===== config.mk =====
export PLATFORM = sky130hd
export DESIGN_NAME = ppm_frame_generator_core
export DESIGN_NICKNAME = d
export VERILOG_FILES = /design/src/sv/ppmfg_pkg.sv /design/src/sv/ppmfg_ram.sv /design/src/sv/ppm_frame_generator_core.sv
export SDC_FILE = /design/constraint.sdc
export NUM_CORES = 1
export LEC_CHECK = 0
export ABC_AREA = 1
export BUFFER_PORTS_ARGS = -buffer_cell sky130_fd_sc_hd__buf_2
export CELL_PAD_IN_SITES_DETAIL_PLACEMENT = 2
export CELL_PAD_IN_SITES_GLOBAL_PLACEMENT = 2
export CORE_ASPECT_RATIO = 1.4
export CORE_MARGIN = 2
export CORE_UTILIZATION = 41
export DETAILED_ROUTE_END_ITERATION = 8
export GPL_ROUTABILITY_DRIVEN = 0
export PLACE_DENSITY_LB_ADDON = 0.3
export SLEW_MARGIN = 0
export SYNTH_ARGS = -nofsm -noshare
export SYNTH_HDL_FRONTEND = slang
export SYNTH_SLANG_ARGS = --single-unit

===== constraint.sdc =====
create_clock -name clk -period 9 [get_ports clk]
set_input_delay 0.45 -clock clk [delete_from_list [all_inputs] [get_ports clk]]
set_output_delay 0.45 -clock clk [all_outputs]
set_load 0.03 [all_outputs]

===== src/sv/ppmfg_pkg.sv =====
// ppmfg_pkg: shared constants for the ppm frame generator
// register map, command codes and reset values; no dependencies
package ppmfg_pkg;

    localparam int VALUE_W    = 16;
    localparam int CH_IN_W    = 3;
    localparam int APB_ADDR_W = 4;
    localparam int APB_DATA_W = 32;

    // command codes of an input request
    localparam logic CMD_TICK  = 1'b0;
    localparam logic CMD_WRITE = 1'b1;

    // register indexes, byte address is 4 * index
    localparam logic [1:0] REG_FRAME_LENGTH = 2'd0;
    localparam logic [1:0] REG_MIN_WIDTH    = 2'd1;
    localparam logic [1:0] REG_MAX_WIDTH    = 2'd2;
    localparam logic [1:0] REG_PAUSE_WIDTH  = 2'd3;

    localparam logic [VALUE_W-1:0] RESET_FRAME_LENGTH = 16'd22500;
    localparam logic [VALUE_W-1:0] RESET_MIN_WIDTH    = 16'd700;
    localparam logic [VALUE_W-1:0] RESET_MAX_WIDTH    = 16'd1700;
    localparam logic [VALUE_W-1:0] RESET_PAUSE_WIDTH  = 16'd300;

    typedef struct packed {
        logic [VALUE_W-1:0] frame_length;
        logic [VALUE_W-1:0] min_width;
        logic [VALUE_W-1:0] max_width;
        logic [VALUE_W-1:0] pause_width;
    } ppmfg_cfg_t;

endpackage


===== src/sv/ppmfg_ram.sv =====
// ppmfg_ram: generic ram, one write port and two registered read ports
// no dependencies
module ppmfg_ram #(
    parameter int WIDTH = 16,
    parameter int DEPTH = 8
) (
    input  logic                                     clk,
    input  logic                                     we,
    input  logic [((DEPTH > 1) ? $clog2(DEPTH) : 1)-1:0] waddr,
    input  logic [WIDTH-1:0]                         wdata,
    input  logic                                     re_a,
    input  logic [((DEPTH > 1) ? $clog2(DEPTH) : 1)-1:0] raddr_a,
    output logic [WIDTH-1:0]                         rdata_a,
    input  logic                                     re_b,
    input  logic [((DEPTH > 1) ? $clog2(DEPTH) : 1)-1:0] raddr_b,
    output logic [WIDTH-1:0]                         rdata_b
);

    logic [WIDTH-1:0] mem [DEPTH];

    always_ff @(posedge clk)
    begin
        if (we)
        begin
            mem[waddr] <= wdata;
        end
        if (re_a)
        begin
            rdata_a <= mem[raddr_a];
        end
        if (re_b)
        begin
            rdata_b <= mem[raddr_b];
        end
    end

endmodule


===== src/sv/ppm_frame_generator_core.sv =====
// ppm_frame_generator_core: rc ppm pulse train generator, top level
// a request is registered in the input register at acceptance, its result in the result register
// throughput: one request per cycle unless out_ready stalls, set by the single slot-update path
// reset: config registers, slot state and channel store valid bits reset at once (async, low);
// channel entries never written read as the reset pause width, so no clearing pass is needed
// depends on ppmfg_pkg and ppmfg_ram
module ppm_frame_generator_core
    import ppmfg_pkg::*;
#(
    parameter int CHANNELS = 8
) (
    input  logic                                  clk,
    input  logic                                  rst_n,
    // request channel
    input  logic                                  in_valid,
    output logic                                  in_ready,
    input  logic                                  cmd,
    input  logic [CH_IN_W-1:0]                    channel,
    input  logic [VALUE_W-1:0]                    value,
    // result channel
    output logic                                  out_valid,
    input  logic                                  out_ready,
    output logic                                  pin_level,
    output logic [$clog2(2*CHANNELS+2)-1:0]       slot_index,
    output logic                                  slot_start,
    output logic                                  sync_short,
    // apb config port
    input  logic                                  psel,
    input  logic                                  penable,
    input  logic                                  pwrite,
    input  logic [APB_ADDR_W-1:0]                 paddr,
    input  logic [APB_DATA_W-1:0]                 pwdata,
    output logic [APB_DATA_W-1:0]                 prdata,
    output logic                                  pready
);

    localparam int SLOT_W = $clog2(2*CHANNELS+2);
    localparam int IDX_W  = (CHANNELS > 1) ? $clog2(CHANNELS) : 1;
    localparam int SUM_W  = VALUE_W + $clog2(CHANNELS);
    localparam int USED_W = SUM_W + 1;
    localparam logic [SLOT_W-1:0] LAST_SLOT = SLOT_W'(2*CHANNELS + 1);

    // ---------------- configuration ----------------
    ppmfg_cfg_t cfg_reg;
    logic       cfg_we;

    assign pready = 1'b1;
    assign cfg_we = psel & penable & pwrite;

    always_ff @(posedge clk or negedge rst_n)
    begin
        if (!rst_n)
        begin
            cfg_reg.frame_length <= RESET_FRAME_LENGTH;
            cfg_reg.min_width    <= RESET_MIN_WIDTH;
            cfg_reg.max_width    <= RESET_MAX_WIDTH;
            cfg_reg.pause_width  <= RESET_PAUSE_WIDTH;
        end
        else if (cfg_we)
        begin
            case (paddr[3:2])
                REG_FRAME_LENGTH: cfg_reg.frame_length <= pwdata[VALUE_W-1:0];
                REG_MIN_WIDTH:    cfg_reg.min_width    <= pwdata[VALUE_W-1:0];
                REG_MAX_WIDTH:    cfg_reg.max_width    <= pwdata[VALUE_W-1:0];
                REG_PAUSE_WIDTH:  cfg_reg.pause_width  <= pwdata[VALUE_W-1:0];
                default: ;
            endcase
        end
    end

    always_comb
    begin
        case (paddr[3:2])
            REG_FRAME_LENGTH: prdata = APB_DATA_W'(cfg_reg.frame_length);
            REG_MIN_WIDTH:    prdata = APB_DATA_W'(cfg_reg.min_width);
            REG_MAX_WIDTH:    prdata = APB_DATA_W'(cfg_reg.max_width);
            REG_PAUSE_WIDTH:  prdata = APB_DATA_W'(cfg_reg.pause_width);
            default:          prdata = '0;
        endcase
    end

    // ---------------- handshake ----------------
    logic               s1_valid_reg;
    logic               s1_cmd_reg;
    logic               s1_inrange_reg;
    logic [IDX_W-1:0]   s1_addr_reg;
    logic [VALUE_W-1:0] s1_value_reg;
    logic               s1_adv;
    logic               in_accept;
    logic               out_valid_reg;

    assign s1_adv    = s1_valid_reg & (~out_valid_reg | out_ready);
    assign in_ready  = ~s1_valid_reg | s1_adv;
    assign in_accept = in_valid & in_ready;

    // request channel index, out-of-range writes are dropped later
    logic [4:0]       ch_wide;
    logic             ch_inrange;
    logic [IDX_W-1:0] ch_addr;

    assign ch_wide    = 5'(channel);
    assign ch_inrange = ch_wide < 5'(CHANNELS);
    assign ch_addr    = ch_inrange ? ch_wide[IDX_W-1:0] : '0;

    always_ff @(posedge clk or negedge rst_n)
    begin
        if (!rst_n)
        begin
            s1_valid_reg <= 1'b0;
        end
        else if (in_ready)
        begin
            s1_valid_reg <= in_valid;
        end
    end

    always_ff @(posedge clk)
    begin
        if (in_accept)
        begin
            s1_cmd_reg     <= cmd;
            s1_inrange_reg <= ch_inrange;
            s1_addr_reg    <= ch_addr;
            s1_value_reg   <= value;
        end
    end

    // ---------------- channel store ----------------
    logic               wr_en;
    logic [IDX_W-1:0]   wr_addr;
    logic [VALUE_W-1:0] wr_data;
    logic [IDX_W-1:0]   addr_b;
    logic [VALUE_W-1:0] ram_rd_a;
    logic [VALUE_W-1:0] ram_rd_b;
    logic [CHANNELS-1:0] store_vld_reg;

    // forwarding of a write landing on the same edge as the read
    logic               vld_a_reg;
    logic               hit_a_reg;
    logic [VALUE_W-1:0] fwd_a_reg;
    logic               vld_b_reg;
    logic               hit_b_reg;
    logic [VALUE_W-1:0] fwd_b_reg;
    logic [VALUE_W-1:0] old_val;
    logic [VALUE_W-1:0] chan_val;

    ppmfg_ram #(
        .WIDTH (VALUE_W),
        .DEPTH (CHANNELS)
    ) u_store (
        .clk     (clk),
        .we      (wr_en),
        .waddr   (wr_addr),
        .wdata   (wr_data),
        .re_a    (in_accept),
        .raddr_a (ch_addr),
        .rdata_a (ram_rd_a),
        .re_b    (1'b1),
        .raddr_b (addr_b),
        .rdata_b (ram_rd_b)
    );

    always_ff @(posedge clk or negedge rst_n)
    begin
        if (!rst_n)
        begin
            store_vld_reg <= '0;
        end
        else if (wr_en)
        begin
            store_vld_reg[wr_addr] <= 1'b1;
        end
    end

    always_ff @(posedge clk)
    begin
        if (in_accept)
        begin
            vld_a_reg <= store_vld_reg[ch_addr];
            hit_a_reg <= wr_en && (wr_addr == ch_addr);
            fwd_a_reg <= wr_data;
        end
        vld_b_reg <= store_vld_reg[addr_b];
        hit_b_reg <= wr_en && (wr_addr == addr_b);
        fwd_b_reg <= wr_data;
    end

    assign old_val  = hit_a_reg ? fwd_a_reg : (vld_a_reg ? ram_rd_a : RESET_PAUSE_WIDTH);
    assign chan_val = hit_b_reg ? fwd_b_reg : (vld_b_reg ? ram_rd_b : RESET_PAUSE_WIDTH);

    // ---------------- slot state ----------------
    logic [SLOT_W-1:0]  slot_reg,  slot_next;
    logic [VALUE_W-1:0] ticks_reg, ticks_next;
    logic [SUM_W-1:0]   sum_reg,   sum_next;
    logic               level_reg, level_next;
    logic               short_reg, short_next;
    logic               start_next;

    logic [SLOT_W-1:0]  slot_inc;
    logic [USED_W-1:0]  used;
    logic               sync_fits;
    logic [VALUE_W-1:0] load_len;
    logic [VALUE_W-1:0] clamped;

    assign slot_inc  = (slot_reg >= LAST_SLOT) ? '0 : slot_reg + 1'b1;
    assign used      = USED_W'(sum_reg) + USED_W'(CHANNELS * cfg_reg.pause_width);
    assign sync_fits = USED_W'(cfg_reg.frame_length) > used;

    always_comb
    begin
        if (slot_inc == LAST_SLOT)
        begin
            load_len = sync_fits ? VALUE_W'(USED_W'(cfg_reg.frame_length) - used)
                                 : VALUE_W'(1);
        end
        else if (slot_inc[0])
        begin
            load_len = chan_val;
        end
        else
        begin
            load_len = cfg_reg.pause_width;
        end
    end

    // max test first, so with min above max a value above max stores max and any other stores min
    always_comb
    begin
        if (s1_value_reg > cfg_reg.max_width)
        begin
            clamped = cfg_reg.max_width;
        end
        else if (s1_value_reg < cfg_reg.min_width)
        begin
            clamped = cfg_reg.min_width;
        end
        else
        begin
            clamped = s1_value_reg;
        end
    end

    always_comb
    begin
        slot_next  = slot_reg;
        ticks_next = ticks_reg;
        sum_next   = sum_reg;
        level_next = level_reg;
        short_next = short_reg;
        start_next = 1'b0;
        wr_en      = 1'b0;
        wr_addr    = s1_addr_reg;
        wr_data    = clamped;
        if (s1_adv)
        begin
            case (s1_cmd_reg)
                CMD_WRITE:
                begin
                    if (s1_inrange_reg)
                    begin
                        wr_en    = 1'b1;
                        sum_next = sum_reg - SUM_W'(old_val) + SUM_W'(clamped);
                    end
                end
                CMD_TICK:
                begin
                    // a slot loaded with zero ends after one tick like length one
                    if (ticks_reg <= VALUE_W'(1))
                    begin
                        slot_next  = slot_inc;
                        level_next = ~level_reg;
                        ticks_next = load_len;
                        start_next = 1'b1;
                        if (slot_inc == LAST_SLOT)
                        begin
                            short_next = ~sync_fits;
                        end
                    end
                    else
                    begin
                        ticks_next = ticks_reg - VALUE_W'(1);
                    end
                end
                default: ;
            endcase
        end
    end

    // prefetch the channel that follows the slot being entered
    logic [SLOT_W-2:0] next_ch;
    assign next_ch = slot_next[SLOT_W-1:1];
    assign addr_b  = ({1'b0, next_ch} < SLOT_W'(CHANNELS)) ? next_ch[IDX_W-1:0] : '0;

    always_ff @(posedge clk or negedge rst_n)
    begin
        if (!rst_n)
        begin
            slot_reg  <= '0;
            ticks_reg <= RESET_PAUSE_WIDTH;
            sum_reg   <= SUM_W'(CHANNELS * RESET_PAUSE_WIDTH);
            level_reg <= 1'b1;
            short_reg <= 1'b0;
        end
        else
        begin
            slot_reg  <= slot_next;
            ticks_reg <= ticks_next;
            sum_reg   <= sum_next;
            level_reg <= level_next;
            short_reg <= short_next;
        end
    end

    // ---------------- result register ----------------
    logic              pin_reg;
    logic [SLOT_W-1:0] idx_reg;
    logic              start_reg;
    logic              flag_reg;

    always_ff @(posedge clk or negedge rst_n)
    begin
        if (!rst_n)
        begin
            out_valid_reg <= 1'b0;
        end
        else if (s1_adv)
        begin
            out_valid_reg <= 1'b1;
        end
        else if (out_ready)
        begin
            out_valid_reg <= 1'b0;
        end
    end

    always_ff @(posedge clk)
    begin
        if (s1_adv)
        begin
            pin_reg   <= level_next;
            idx_reg   <= slot_next;
            start_reg <= start_next;
            flag_reg  <= short_next;
        end
    end

    assign out_valid  = out_valid_reg;
    assign pin_level  = pin_reg;
    assign slot_index = idx_reg;
    assign slot_start = start_reg;
    assign sync_short = flag_reg;

    // ---------------- assertions ----------------
    // pin is high exactly in the even (pause) slots
    a_level_parity: assert property (@(posedge clk) disable iff (!rst_n)
        level_reg == ~slot_reg[0])
        else $error("pin level out of step with slot parity");

    a_slot_range: assert property (@(posedge clk) disable iff (!rst_n)
        slot_reg <= LAST_SLOT)
        else $error("slot counter beyond sync slot");

    // a slot change always comes with a pin toggle
    a_slot_toggle: assert property (@(posedge clk) disable iff (!rst_n)
        slot_reg != slot_next |-> level_reg != level_next)
        else $error("slot advanced without pin toggle");

    a_tick_count: assert property (@(posedge clk) disable iff (!rst_n)
        (s1_adv && s1_cmd_reg == CMD_TICK && ticks_reg > VALUE_W'(1))
        |=> ticks_reg == $past(ticks_reg) - VALUE_W'(1))
        else $error("tick request did not count down");

    a_stall_hold: assert property (@(posedge clk) disable iff (!rst_n)
        (s1_valid_reg && !s1_adv) |=> s1_valid_reg)
        else $error("stalled request lost from input register");

endmodule

* After elaboration in Yosys (flattened, before gate mapping) *
Memory sizes are Yosys's and may differ from the RTL's. A register that Yosys moved wholly into a read port is not among the register bits.
Cells that the tools add are included.

word-level totals
  input bits = 63
  output and inout bits = 43
  memories = 1
  bits in registers = 181
  word-level logic and storage cells = 111
  memory bits (writable) = 128

memory list
  name         depth  bits a word  read ports  clocked after memory_dff  wr ports  RTL line         RTL
  u_store.mem  8      16           2           2                         1         ppmfg_ram.sv:19  logic [WIDTH-1:0] mem [DEPTH];

operators by class
  bitwise logic cells = 12
  equal/unequal tests = 6
  add/subtract/negate cells = 6
  reductions and logical operators = 11
  $lt $le $gt $ge = 11
  muxes and demuxes = 38

operators by type and width
  cell                                                                                count
  16-bit 2-to-1 mux                                                                   10
  32-bit one-hot mux with 4 select lines                                              1
  19-bit by 19-bit adder with 20-bit output                                           1
  16-bit by 20-bit > comparator with 1-bit output                                     1
  5-bit 2-to-1 mux                                                                    4
  19-bit by 16-bit adder with 19-bit output                                           1
  19-bit by 16-bit subtractor with 19-bit output                                      1
  1-bit 2-to-1 mux                                                                    18
  16-bit > comparator                                                                 1
  16-bit by 1-bit less-or-equal comparator with 1-bit output (second input constant)  1
  16-bit less-than comparator                                                         1
  3-bit by 4-bit less-than comparator with 1-bit output (second input constant)       4
  16-bit by 1-bit subtractor with 16-bit output (second input constant)               1
  16-bit subtractor                                                                   1
  2-bit AND reduction                                                                 5
  8-bit OR                                                                            1
  1-bit binary-select mux with 3-bit select                                           2
  3-bit equality test                                                                 2
  3-bit 2-to-1 mux                                                                    2
  5-bit by 1-bit adder with 5-bit output (second input constant)                      1
  5-bit equality test (second input constant)                                         1
  5-bit >= comparator (second input constant)                                         1
  1-bit inverter                                                                      5
  1-bit AND                                                                           4
  10 further kinds                                                                    14

* Logic depth before layout (Yosys ltp) *
Gate-level depths: netlist of run 1.

  word-level depth = 9
  depth in mapped cells = 28
  gate-level depth less buffers = 27

* Modules after synthesis *
A second synthesis of run 1 with hierarchy kept.

unflattened totals
  cells, all modules = 2,480
  area total of the unflattened synthesis = 20,189.4 µm²

by module, submodules not included
  module                    area an instance (µm²)  seq. area each (µm²)  cells an instance  times used
  ppm_frame_generator_core  12,271.8                4,685.7               1,579              1
  ppmfg_ram                 7,917.6                 4,804.6               901                1

* Worst setup path before layout of run 1 *
Ideal clock, no wire load.

  kind = register to register
  start point = register cfg_reg[35] (netlist name)
  end point = register sum_reg[12]
  buffers on the path = 1
  clock period less this slack = 4.471 ns
  required time = 8.868 ns
  setup time = 0.132 ns
  cell stages (with the launch flop) = 23
  arrival time = 4.339 ns
  setup slack = 4.529 ns
  cells stage by stage = dfstp_2 inv_1 ha_1 a21oi_1 o21ai_0 nand3_1 a21oi_1 o21ai_1 clkbuf_1 nand3_1 a31oi_1 fa_1 ha_1 inv_1 o21bai_1 nand2_1 nand2_1 a21o_1 a21oi_1 o21ai_0 or2_2 nand3_1 o21ai_0

between the ends
  cells in the longest elaborated chain, start to end = 4

RTL lines
  item                                         RTL line                         RTL
  start, declared                              ppm_frame_generator_core.sv:44   ppmfg_cfg_t cfg_reg;
  16-bit less-than comparator                  ppm_frame_generator_core.sv:233  else if (s1_value_reg < cfg_reg.min_width)
  16-bit 2-to-1 mux *                          ppm_frame_generator_core.sv:233
  16-bit 2-to-1 mux *                          ppm_frame_generator_core.sv:229  if (s1_value_reg > cfg_reg.max_width)
  named net clamped[3]                         ppm_frame_generator_core.sv:203  logic [VALUE_W-1:0] clamped;
  19-bit by 16-bit adder with 19-bit output *  ppm_frame_generator_core.sv:262  sum_next = sum_reg - SUM_W'(old_val) + SUM_W'(clamped);
  end signal, assigned                         ppm_frame_generator_core.sv:300  sum_reg <= SUM_W'(CHANNELS * RESET_PAUSE_WIDTH);
  end signal, assigned                         ppm_frame_generator_core.sv:308  sum_reg <= sum_next;
  end, declared                                ppm_frame_generator_core.sv:194  logic [SUM_W-1:0] sum_reg, sum_next;

Mark *: on every way through the listed nets, which the timed path passes. The rest lies on a longest branch.
A chain may end at the register's enable or synchronous reset.

* Final worst setup path of run 1 *
  start point = register cfg_reg[35] (netlist name)
  end point = register sum_reg[16]

The elaborated chain is that of the path after synthesis.

==> metrics.cfg, run 1 <==
[synth]
yosysSeqAreaShare_pct = 48.1
synth_mux_area_share_pct = 0
synth_compound_area_share_pct = 15.5
ys_types = 53
avgSynthCellArea_sq_um = 8.51
synth.area.top_cells = edfxtp_1, nand2_1, dfrtp_1
ys_top_cells_by_count = nand2_1, o21ai_0, inv_1
netlist_instances = 2279
ys_warn_count = 0
synth_edf_count = 190
synth_area_sq_um = 19400
yosysMostFrequentCell = nand2_1
synth_xor_area_share_pct = 1.99
synth_top_area_share_pct = 29.4
yosys.area_share.simple_pct = 19.3
ys_ff_latch = 340
synth_ff_type = edfxtp_1
synth_top_family_by_area = simple AND/OR/NAND/NOR gates
async_flop_share_pct = 34.1
synth_adder_area_share_pct = 7.41
synth_area_leader_cell = edfxtp_1

[grt]
grt-ovfl-total = 0
grt_pass1_vias = 19200
grtUsageMet2_pct = 56.7
grt.busiest_layer = met2
grt_util_met1_pct = 33.1
gr-usage-met3_pct = 3.73
antenna_found_initial = 0
grt_pass1_wl_microns = 113000
grt_max_degree = 101
grtUsageTotal_pct = 30.1

[detailed_routing]
final_antenna_net_count = 0
drc = 0
routedWlPerCell_microns = 24.5
drt_iter0_drc = 751
via_per_inst = 5.69
wl_microns = 73200
dr.pass1.iters = 5
vias = 17000

[pwr]
p_leak_uw = 0.00971
p_per_area_nw_per_um2 = 323
ir_drop_v = 0.000156

[floorplanning]
dieArea_sq_um = 49100
die_w_microns = 188
io_pins = 106
coreArea_sq_um = 46800
initial_core_util_pct = 41.4
dieHeight_microns = 261
num_rows = 94

[place]
portBuffers = 70
numPlacedInstances = 2913
hpwlAfterDp_microns = 51500

[clock_network]
cts_inserted_buffers = 40
cts_root_buf = clkbuf_16
cts.path.max_buffers = 3
clk_pin_slew_ns = 0.06
cts_tree = yes
h-tree-depth = 2
cts_setup_buffers = 0
worstSkewPairLatency_ns = 0.58
clock-sinks = 340

[layout]
drive_gt1_share_pct = 11.0
finalNonFillerCells = 2987
fin_nets = 2499
syn_to_final_growth_pct = 11.8
diodes = 0
largest_reg_flops = 128

[worst_setup_path]
r2r-start = cfg_reg[35]
rr_endpoint = sum_reg[16]
worst-path-max-fanout = 16
end_kind = flop
cp_cell_sequence = inv_1 -> ha_1 -> nand2_1 -> o21ai_0 -> nand3_1 -> a21oi_1 -> o21ai_1 -> nand2_1 -> nand2_1 -> a31oi_2 -> fa_1 -> ha_1 -> inv_1 -> o21bai_1 -> a31oi_1 -> o21ai_0 -> nand3_1 -> nand2_1 -> nand3_1 -> nand2_1 -> nand2_1 -> nand3_1 -> o21ai_0
crit_start = cfg_reg[35]
critical-path-slowest-cell = a31oi_2
crit_end = sum_reg[16]
worstSetupPathType = reg -> reg
worstPathArrival_ns = 6.14
critPathRequiredTime_ns = 9.41
critical-path-max-stage-delay_ns = 0.70
rrSetupSlack_ns = 3.27
start_kind = flop
crit_top_cell = nand2_1
reg2regPathDepth = 23

[min_path]
min_path_type = in -> reg
hold_depth = 1

[sta]
worst_slew_pin_slew_ns = 1.27
period_minus_slack_ns = 5.73
rsz0062_at_grt = no
setup_viol = 0
slew_viol_final = 0
finalCritPeriodShare_pct = 63.6
slew_headroom_pct = 14.8
setup-tns-final_ns = 0
fmax_ghz = 0.175
skew_ns = 0.0275
hold_viol = 0

[run_status]
status = complete, no violations

[run]
maxCapViolations = 0

==> report_power, final <==
group	internal [uW]	switching, uW
Combinational	987	2100
Clock	985	696
Sequential	2000	244
Total	3970	3040
==> worst max-delay path: cells and delay by family (launching register included) <==
family	cells	cell delay, ns
flops	1	0.56
simple gates	10	1.44
compound gates	8	2.19
fa+ha+maj	3	1.25
buf+inv	2	0.14
==> area by class of cell <==
class | count | area, sq um
multi-input cells | 1596 | 8680
clock inverters | 16 | 151
fillers | 5259 | 25100
repair buffers | 104 | 611
flip-flops and latches | 340 | 9330
clock buffers | 57 | 1200
well taps | 624 | 781
inverters | 250 | 940
==> metrics by stage <==
stage | instance area (sq um) | util [%] | power (uW) | hold WS [ns] | worst slack, ns
finish | 21700 | 46.3 | 7010 | 0.0588 | 3.27
floorplan | 19500 | - | 4260 | 0.154 | 4.53
global placement | 20300 | 43.4 | 5100 | 0.452 | 3.65
CTS | 21700 | 46.3 | 7040 | 0.0332 | 3.21
global route | 21700 | 46.3 | 7490 | 0.0392 | 2.86
detailed placement | 20300 | 43.4 | 5310 | 0.479 | 3.30
==> repair_timing <==
item / CTS / global route
hold buffers: 1 / 0
gates resized for setup: 0 / 0
hold endpoints to repair: 34 / 0
==> cells in the final DEF, fill, tap and decap left out, types with 69 or more instances in the layout <==
cell type | synthesis | final
nand2_1 | 644 | 644
nor2_1 | 96 | 92
ha_1 | 86 | 86
nand3_1 | 120 | 120
dfrtp_1 | 83 | 83
a21oi_1 | 120 | 120
o21ai_0 | 256 | 253
edfxtp_1 | 190 | 190
buf_2 | 8 | 69
inv_1 | 239 | 238
==> how the worst min path moves through the flow <==
stage / startpoint / end / slack, ns
after floorplan: rst_n / cfg_reg[0] / 0.15
after global placement: store_vld_reg[5] / store_vld_reg[5] / 0.45
after detailed placement: ticks_reg[6] / ticks_reg[6] / 0.48
after CTS: value[3] / s1_value_reg[3] / 0.03
after global routing: value[8] / s1_value_reg[8] / 0.04
final: value[3] / s1_value_reg[3] / 0.06
==> cell families after synthesis <==
group | Yosys count
other | 2
DFF | 340
buffers and inverters | 358
xor gates and xnor gates | 44
and+or+nand+nor | 914
AOI/OAI and AO/OA | 517
adders and majority gates | 104
==> per-layer routing <==
metal  routed length, microns  vias up
li1                         -     7734
met4                     4220        0
met5                        0        -
met1                    27900     8705
met2                    38600      381
met3                     2400      177
Note: power is estimated with default switching activity, not from simulation.
==> run 2: changes to the inputs <==
CORE_UTILIZATION = 35   (was 41)
clock period = 5 ns   (was 9 ns; I/O delays follow)
==> run 2 against run 1 <==
  * Via count decreased by 0.22%
  * Sequential share of layout area is 1.4 points lower
  * Final area rose by 3.4%
  * Fmax up 22%
  * Sequential power is 79% higher
  * Critical path depth fell by 1
  * Routed wire length rose by 1.7%
  * Largest power group unchanged
==> metrics.cfg, run 2 (synthesis gave the netlist of run 1 again) <==
[sta]
finalCritPeriodShare_pct = 94.1
slew_headroom_pct = 15.7
skew_ns = 0.0321
setup_viol = 0
period_minus_slack_ns = 4.70
fmax_ghz = 0.213
hold_viol = 0
slew_viol_final = 0
worst_slew_pin_slew_ns = 1.26

[detailed_routing]
routedWlPerCell_microns = 23.5
drc = 0
final_antenna_net_count = 0
drt_iter0_drc = 892
dr.pass1.iters = 5
via_per_inst = 5.36
wl_microns = 74400
vias = 17000

[grt]
grt_pass1_vias = 19200
antenna_found_initial = 1
grt_max_degree = 55
grtUsageTotal_pct = 26.4
grt-ovfl-total = 0
grt_pass1_wl_microns = 115000

[clock_network]
cts_inserted_buffers = 39
worstSkewPairLatency_ns = 0.57
clock-sinks = 340
cts_root_buf = clkbuf_16
cts.path.max_buffers = 3
cts_setup_buffers = 0
cts_tree = yes
h-tree-depth = 2
clk_pin_slew_ns = 0.06

[layout]
fin_nets = 2574
largest_reg_flops = 128
seqCellArea_sq_um = 9330
drive_gt1_share_pct = 13.0
finalNonFillerCells = 3166
multiInputGateArea_sq_um = 8680
diodes = 0
fillers = 6163
fin_area_sq_um = 22400
syn_to_final_growth_pct = 15.6
final_common_cell = nand2_1
final_cell_mix = nand2_1, o21ai_0, inv_1, edfxtp_1, nand3_1

[run]
maxCapViolations = 0

[place]
hpwlAfterDp_microns = 54000
numPlacedInstances = 3073
portBuffers = 70
place_area_sq_um = 20900

[floorplanning]
dieHeight_microns = 283
dieArea_sq_um = 57300
die_w_microns = 203
initial_core_util_pct = 35.3
io_pins = 106
coreArea_sq_um = 55000
num_rows = 102

[min_path]
min_path_type = in -> reg

[pwr]
p_per_area_nw_per_um2 = 575
ir_drop_v = 0.000252
p_leak_uw = 0.0101

[worst_setup_path]
critPathRequiredTime_ns = 5.43
worstSetupPathType = reg -> reg
start_kind = flop
end_kind = flop
worst-path-max-fanout = 11
worstPathArrival_ns = 5.13

[run_status]
status = complete, no violations

[run 2: cell count changes in the layout (fill, tap and decap cells not counted), moves of 4 or more]
cell,previous run,this run
buf_4,34,88
clkbuf_1,5,9
clkbuf_8,11,5
dlygate4sd3_1,1,21
[run 2: worst max-delay path, cell delays in order (launching register included)]
cell and delay (ns):
dfstp_2 0.60, inv_1 0.07, ha_1 0.31, a21oi_1 0.15
o21ai_0 0.10, a21oi_1 0.38, buf_4 0.23, nand3_1 0.08
a31oi_1 0.20, buf_4 0.23, fa_1 0.44, ha_1 0.38
inv_1 0.09, o21bai_1 0.19, a31oi_1 0.08, o21ai_0 0.30
nand3_1 0.12, nand2_1 0.17, nand3_1 0.13, nand2_1 0.10
nand2_1 0.06, nand3_1 0.06, o21ai_0 0.10
[run 2: cell type report]
class / count / share of cell area [%]
flip-flops and latches: 340 / 41.6
multi-input cells: 1596 / 38.7
repair buffers: 180 / 5.60
clock buffers: 55 / 5.03
inverters: 250 / 4.19
well taps: 728 / 4.06
clock inverters: 17 / 0.831
[run 2: worst paths after layout]
| path | start | endpoint | slack [ns] | depth (start not counted) |
|---|---|---|---|---|
| setup reg to reg | cfg_reg[41] | sum_reg[16] | 0.30 | 22 |
| hold / removal | pwdata[7] | cfg_reg[55] | 0.02 | 3 |
| max in group asynchronous | rst_n | ticks_reg[9] | 3.58 | 3 |
| setup / recovery | cfg_reg[41] | sum_reg[16] | 0.30 | 22 |
| min in group asynchronous | rst_n | cfg_reg[9] | 0.26 | 2 |
| hold reg to reg | ticks_reg[9] | ticks_reg[9] | 0.49 | 2 |
[run 2: per-stage QoR]
| step | setup WS, ns | setup TNS (ns) | util [%] | power [uW] | hold WS, ns |
|---|---|---|---|---|---|
| global placement | 0.430 | 0 | 38.0 | 9610 | 0.291 |
| CTS | 0.243 | 0 | 40.8 | 13000 | 0.00627 |
| global route | -0.0291 | -0.0291 | 40.8 | 13800 | 0.0355 |
| floorplan | 0.529 | 0 | - | 7670 | -0.0456 |
| detailed placement | 0.311 | 0 | 38.0 | 9920 | 0.301 |
| finish | 0.296 | 0 | 40.8 | 12900 | 0.0161 |
[run 2: repair_timing]
item	CTS	global route
resized for setup	0	3
hold buffers	21	0
hold endpoints to repair	53	0
setup endpoints to repair	0	3
[run 2: power breakdown]
part	total, uW	switching, uW	internal [uW]
clock	2980	1240	1740
combinational	5900	3820	2080
sequential	4020	425	3600
[run 2: per-layer routing]
layer / vias up / GRT usage (%) / routed length (microns)
met3: 123 / 2.65 / 1820
li1: 7878 / - / -
met4: 0 / 10.8 / 3140
met2: 251 / 50.3 / 40000
met1: 8708 / 29.9 / 29500
met5: - / 0 / 0
